### src/design/tfc_pkg.sv
// ----------------------------------------------------------------------------
// tfc_pkg
// shared types and constants of the tcp flow tracker and classifier
// ----------------------------------------------------------------------------
package tfc_pkg;

   localparam logic [7:0] FL_FIN = 8'h01;
   localparam logic [7:0] FL_SYN = 8'h02;
   localparam logic [7:0] FL_RST = 8'h04;
   localparam logic [7:0] FL_ACK = 8'h10;

   localparam logic [1:0] PROTO_TCP  = 2'd0;
   localparam logic [1:0] PROTO_ICMP = 2'd1;

   localparam logic [1:0] CSR_PEER_IP     = 2'd0;
   localparam logic [1:0] CSR_FILTER_ON   = 2'd1;
   localparam logic [1:0] CSR_REQUIRE_PRT = 2'd2;
   localparam logic [1:0] CSR_PEER_PORT   = 2'd3;

   localparam logic [1:0] RST_NONE = 2'd0;
   localparam logic [1:0] RST_INIT = 2'd1;
   localparam logic [1:0] RST_RESP = 2'd2;

   localparam logic [3:0] CASE_REFUSED      = 4'd0;
   localparam logic [3:0] CASE_RST_DATA     = 4'd1;
   localparam logic [3:0] CASE_ABN_RST      = 4'd2;
   localparam logic [3:0] CASE_CLOSED       = 4'd3;
   localparam logic [3:0] CASE_FIN_NOBIDIR  = 4'd4;
   localparam logic [3:0] CASE_SYN_UNANS    = 4'd5;
   localparam logic [3:0] CASE_HALF_HS      = 4'd6;
   localparam logic [3:0] CASE_EST_BIDIR    = 4'd7;
   localparam logic [3:0] CASE_EST_ONEWAY   = 4'd8;
   localparam logic [3:0] CASE_EST_IDLE     = 4'd9;
   localparam logic [3:0] CASE_MID_BIDIR    = 4'd10;
   localparam logic [3:0] CASE_MID_ONEWAY   = 4'd11;
   localparam logic [3:0] CASE_INSUFFICIENT = 4'd12;

   localparam logic [1:0] LVL_NORMAL  = 2'd0;
   localparam logic [1:0] LVL_WARNING = 2'd1;
   localparam logic [1:0] LVL_ERROR   = 2'd2;
   localparam logic [1:0] LVL_UNKNOWN = 2'd3;

   localparam logic [1:0] CONF_LOW  = 2'd0;
   localparam logic [1:0] CONF_MED  = 2'd1;
   localparam logic [1:0] CONF_HIGH = 2'd2;

   localparam logic [1:0] SYN_MANY = 2'd3;

   // summary of a slot after update, as seen by the classifier
   typedef struct packed {
      logic       init_known;
      logic       hs;
      logic       syn_nz;
      logic       syn_many;
      logic       synack_nz;
      logic       rst_i_nz;
      logic       rst_r_nz;
      logic [1:0] first_rst;
      logic       fin_i_nz;
      logic       fin_r_nz;
      logic       data_i_nz;
      logic       data_r_nz;
   } flow_view_type;

   typedef struct packed {
      logic [3:0] dcase;
      logic [1:0] level;
      logic [1:0] conf;
   } diag_type;

endpackage

### src/design/tfc_classify.sv
// ----------------------------------------------------------------------------
// tfc_classify
// maps a flow summary onto diagnosis case, level and confidence
// ----------------------------------------------------------------------------
module tfc_classify (
   input  tfc_pkg::flow_view_type view,
   output tfc_pkg::diag_type      diag
);
   logic any_pl, both_pl, any_rst, any_fin;

   always_comb begin
      any_pl  = view.data_i_nz | view.data_r_nz;
      both_pl = view.data_i_nz & view.data_r_nz;
      any_rst = view.rst_i_nz | view.rst_r_nz;
      any_fin = view.fin_i_nz | view.fin_r_nz;
      diag = '{tfc_pkg::CASE_INSUFFICIENT, tfc_pkg::LVL_UNKNOWN, tfc_pkg::CONF_LOW};
      priority if (any_rst) begin
         if (view.init_known && view.first_rst == tfc_pkg::RST_RESP && !view.hs &&
             view.syn_nz && !view.synack_nz)
            diag = '{tfc_pkg::CASE_REFUSED, tfc_pkg::LVL_ERROR, tfc_pkg::CONF_HIGH};
         else if (both_pl)
            diag = '{tfc_pkg::CASE_RST_DATA, tfc_pkg::LVL_WARNING, tfc_pkg::CONF_HIGH};
         else
            diag = '{tfc_pkg::CASE_ABN_RST, tfc_pkg::LVL_ERROR, tfc_pkg::CONF_HIGH};
      end else if (any_fin && (view.hs || any_pl)) begin
         if (both_pl)
            diag = '{tfc_pkg::CASE_CLOSED, tfc_pkg::LVL_NORMAL,
                     (view.fin_i_nz && view.fin_r_nz) ? tfc_pkg::CONF_HIGH
                                                      : tfc_pkg::CONF_MED};
         else
            diag = '{tfc_pkg::CASE_FIN_NOBIDIR, tfc_pkg::LVL_WARNING, tfc_pkg::CONF_MED};
      end else if (view.syn_nz && !view.synack_nz) begin
         diag = '{tfc_pkg::CASE_SYN_UNANS, tfc_pkg::LVL_WARNING,
                  view.syn_many ? tfc_pkg::CONF_HIGH : tfc_pkg::CONF_MED};
      end else if (view.synack_nz && !view.hs) begin
         diag = '{tfc_pkg::CASE_HALF_HS, tfc_pkg::LVL_WARNING, tfc_pkg::CONF_HIGH};
      end else if (view.hs) begin
         if (both_pl)
            diag = '{tfc_pkg::CASE_EST_BIDIR, tfc_pkg::LVL_NORMAL, tfc_pkg::CONF_HIGH};
         else if (any_pl)
            diag = '{tfc_pkg::CASE_EST_ONEWAY, tfc_pkg::LVL_WARNING, tfc_pkg::CONF_MED};
         else
            diag = '{tfc_pkg::CASE_EST_IDLE, tfc_pkg::LVL_NORMAL,
                     view.syn_nz ? tfc_pkg::CONF_HIGH : tfc_pkg::CONF_MED};
      end else if (any_pl) begin
         if (both_pl)
            diag = '{tfc_pkg::CASE_MID_BIDIR, tfc_pkg::LVL_NORMAL, tfc_pkg::CONF_MED};
         else
            diag = '{tfc_pkg::CASE_MID_ONEWAY, tfc_pkg::LVL_WARNING, tfc_pkg::CONF_LOW};
      end else begin
         diag = '{tfc_pkg::CASE_INSUFFICIENT, tfc_pkg::LVL_UNKNOWN, tfc_pkg::CONF_LOW};
      end
   end
endmodule

### config.mk
export PLATFORM = sky130hd
export DESIGN_NAME = tfc_classify
export DESIGN_NICKNAME = d
export VERILOG_FILES = /design/src/design/tfc_pkg.sv /design/src/design/tfc_classify.sv
export SDC_FILE = /design/constraint.sdc
export NUM_CORES = 1
export LEC_CHECK = 0
export BUFFER_PORTS_ARGS = -buffer_cell sky130_fd_sc_hd__buf_2
export CAP_MARGIN = 5
export CORE_AREA = 2 2 39 41
export DETAILED_ROUTE_END_ITERATION = 6
export DIE_AREA = 0 0 41 43
export SYNTH_ARGS = -nofsm -noshare
export SYNTH_HDL_FRONTEND = slang
export SYNTH_SLANG_ARGS = --single-unit
### constraint.sdc
create_clock -name vclk -period 3.6
set_input_delay 0.36 -clock vclk [all_inputs]
set_output_delay 0.36 -clock vclk [all_outputs]
set_load 0.1 [all_outputs]
Word-level counts from Yosys, hierarchy flattened --
Cells that the tools add are included.
Word-level totals: bits in registers 0, input bits 13, output and inout port bits 8, word-level logic and storage cells 31
Operators by class: equal/unequal tests 1, muxes and demuxes 15, bitwise operators 4, reduce and logical (&&, ||, !) cells 11
Operators by type and width (count):
- two-way mux 8 bit | 7
- two-way mux 6 bit | 2
- two-way mux 5 bit | 2
- logical AND 1 bit | 8
- two-way mux 7 bit | 1
- two-way mux 2 bit | 3
- OR 1 bit | 3
- == test 2 bit, second input constant | 1
- logical NOT 1 bit | 2
- bitwise AND 1 bit | 1
- logical OR 1 bit | 1

Longest topological paths before layout --
depth after elaboration 8, gate-level depth with buffers 7, mapped depth without buffers 6

Least setup slack after synthesis --
OpenSTA, ideal clock, no wires.
path type in2out, start input view[0] in the netlist's numbering, end output diag[0] in the netlist's numbering, arrival 3.442 ns, required time 3.240 ns, path slack -0.202 ns, stages on the path 7, buffers on the path 1, cell sequence inv_1 > ha_1 > nand2b_4 > and2_4 > buf_6 > o31ai_2 > a21oi_1
RTL lines:
- from (decl) | line tfc_classify.sv:6 | input tfc_pkg::flow_view_type view,
- to (decl) | line tfc_classify.sv:7 | output tfc_pkg::diag_type diag

==> results list <==
- Relative slew slack: 67.6%
- The first global-routing pass estimated 1340 um of wire.
* Synthesized netlist net count: 64
* Vias in the first global route: 324
* Post-synthesis cell area: approximately 340 um2
- The finished layout holds 81 standard cells, fillers aside.
- Largest family of logic cells by synthesized area: simple AND/OR/NAND/NOR gates
- Highest fanout seen on the critical path: 7
- CP Class: in2out
- Simple-gate share of the synthesized area: 43.1%
* Relative area change from synthesis to final layout: 32.7%
- The detailed router finished its first iteration with 10 violations.
- Setup repair after global routing left no endpoint under its margin.
- The Yosys step of the flow raised 0 warnings.
- Worst slack at placement: 1340 ps
* Aggregate routed wire length: 833 um
- Register Area: 0 um2
- For this design the top-level I/O count stands at 21.
- Share of layout cells above drive strength 1: 41.5%
- The congestion estimate from routability-driven global placement came to about 0.78.
- Effective utilization at floorplan: about a quarter
- Summing the areas of all xor and xnor instances in the mapped netlist gives 0% of the synthesized area.
- Measured along the y axis, the die boundary spans 43 um.
- Fin. max-slew vios: 0
* Pin count of the biggest net entering global routing: 11
- The design has 0 sequential cells.
- After layout, the clock buffer instance count stands at 0.
* Result of the run: complete, no violations
- In this run the power density over the cells is 219 mW/mm2.
- For this run, design rule violations remaining after detail routing come to 0.
* Part of the Yosys area used for sequential elements: 0%
* Design Power: between 0.09 and 0.1 mW
* Final setup violating endpoints: 0
* Post-synthesis instance total: 48
- The worst hold path belongs to the class in2out.
* Area of the core: 0.00138 mm2
* Critical Path End Type: primary output
* Worst VDD drop: 0.117 mV
- In this run the mean area of a mapped cell was between 7 and 8 um2.
- The number of placed instances, taps included, is ~80.
- For this run, the total global-route usage over all layers was measured as 9.89%.
* Nets: 83
- Once detail routing completed, the nets flagged for antenna violations numbered 0.
- Max-cap violations in this run came to 0.
* WL per Instance: approximately 10 um
- Finished layout cell area: 447 um2
- Period utilisation layout: 63.1%
- The repair_antennas step left the layout with diodes totalling 0.
- First-pass iteration count of the detailed router: 4
* Nature of the critical path startpoint: primary input
- The analysis attributes to cell leakage a power of 0.210 nW.
- Total via count after detailed routing: 409
- In this run the core area contains 14 standard-cell rows.
- Max Freq: 440 MHz
- After layout, the worst setup slack is ~1300 ps.
* Initial antenna violation count: 0
- Die W: just over 40 um
- The die covers 0.00176 mm2.
- After detailed placement, the total cell area comes to roughly 450 um2.
- Hold timing on the final database bottoms out at a slack of 1290 ps.
* Transition time of the tightest slew-check pin: 490 ps
- Dpl hpwl: 672 um
- Summing the areas of all compound-gate instances in the mapped netlist gives 34.6% of the synthesized area.
* Number of port buffers: 21
- CTS Hold Buffers Added: 0
* Mux contribution to synthesized area: 0%
- End-of-flow core utilization: around a third
- Setup bufs post-CTS: 0
- Worst endpoint required time: between 3000 and 4000 ps
- After detailed routing, the number of vias per cell comes to 5.05.
* Total congestion overflow after global routing: 0
- Final hold vios: 0
* Gates resized, CTS repair: 0
* Endpoint arrival time on the critical path: ~1900 ps
* Final critical-path required period: 2270 ps
- Number of distinct library cell variants in the gate-level netlist after synthesis: 30
- Final-layout setup total negative slack: 0 ps
- Synth Area in Adders: 11.2%
-- final cells by class --
class                           count  area (um2)
Inverter                            2        7.51
Multi-Input combinational cell     42         314
Fill cell                         158         937
Timing Repair Buffer               21         105
Tap cell                           16        20.0
-- report_power, final --
part	internal, mW	switching, mW
Clock	0	0
Sequential	0	0
Combinational	0.0241	0.0737
Total	0.0241	0.0737
-- layout by cell type (no fill, tap or decap), types with 2 or more instances in the layout --
| cell | count |
|---|---|
| sky130_fd_sc_hd__nand2b_1 | 2 |
| sky130_fd_sc_hd__nor2_1 | 3 |
| sky130_fd_sc_hd__a21oi_1 | 3 |
| sky130_fd_sc_hd__inv_1 | 2 |
| sky130_fd_sc_hd__nor3_1 | 2 |
| sky130_fd_sc_hd__nand2_1 | 3 |
| sky130_fd_sc_hd__and3_1 | 2 |
| sky130_fd_sc_hd__buf_2 | 21 |
| sky130_fd_sc_hd__or2_1 | 2 |
| sky130_fd_sc_hd__nor2b_1 | 4 |
| sky130_fd_sc_hd__ha_1 | 3 |
-- path summary, 6_finish.rpt --
kind | start | end | slack, ps | cells past startpoint
worst max-delay path | view[0] | diag[5] | 1330 | 8
worst min-delay path | view[7] | diag[7] | 1290 | 4
-- metal layers --
layer  track usage (%)  wire length (um)  up-vias
li1                  -                 -      213
met1              15.2               371      184
met2              15.9               422       12
met3                 0                39        0
met4                 0                 0        0
met5                 0                 0        -
-- cells by family (layout without fill, tap and decap cells) --
group | count (synthesis) | in the layout
AOI/OAI and AO/OA | 15 | 15
and+or+nand+nor | 24 | 24
buffers and inverters | 6 | 23
adders and majority gates | 3 | 3
-- synth_stat cells, drive strengths merged --
| cell | instances | area (um2) |
|---|---|---|
| nand2 | 3 | 11.3 |
| a211oi | 1 | 7.51 |
| o21ai | 1 | 5.00 |
| and3 | 2 | 12.5 |
| nand2b | 3 | 26.3 |
| a31o | 1 | 8.76 |
| inv | 2 | 7.51 |
| o22ai | 1 | 6.26 |
| clkbuf | 2 | 7.51 |
| nand3b | 1 | 7.51 |
| nand4 | 1 | 6.26 |
| or2 | 2 | 12.5 |
| and2 | 1 | 8.76 |
| a221oi | 1 | 8.76 |
| a32oi | 1 | 8.76 |
| nor3b | 1 | 7.51 |
| nor2b | 4 | 25.0 |
| nor3 | 2 | 10.0 |
| o31ai | 2 | 20.0 |
| buf | 2 | 22.5 |
| a41oi | 1 | 8.76 |
| nor2 | 4 | 17.5 |
| a311o | 1 | 10.0 |
| ha | 3 | 37.5 |
| o221ai | 1 | 8.76 |
| a21oi | 4 | 23.8 |
-- worst max-delay path: stages --
cell,delay (ps)
sky130_fd_sc_hd__buf_2,110
sky130_fd_sc_hd__inv_1,50
sky130_fd_sc_hd__ha_1,320
sky130_fd_sc_hd__nand2b_4,90
sky130_fd_sc_hd__a21oi_2,250
sky130_fd_sc_hd__a32oi_1,140
sky130_fd_sc_hd__o22ai_1,140
sky130_fd_sc_hd__buf_2,450
Power figures use the tool's default switching activity.
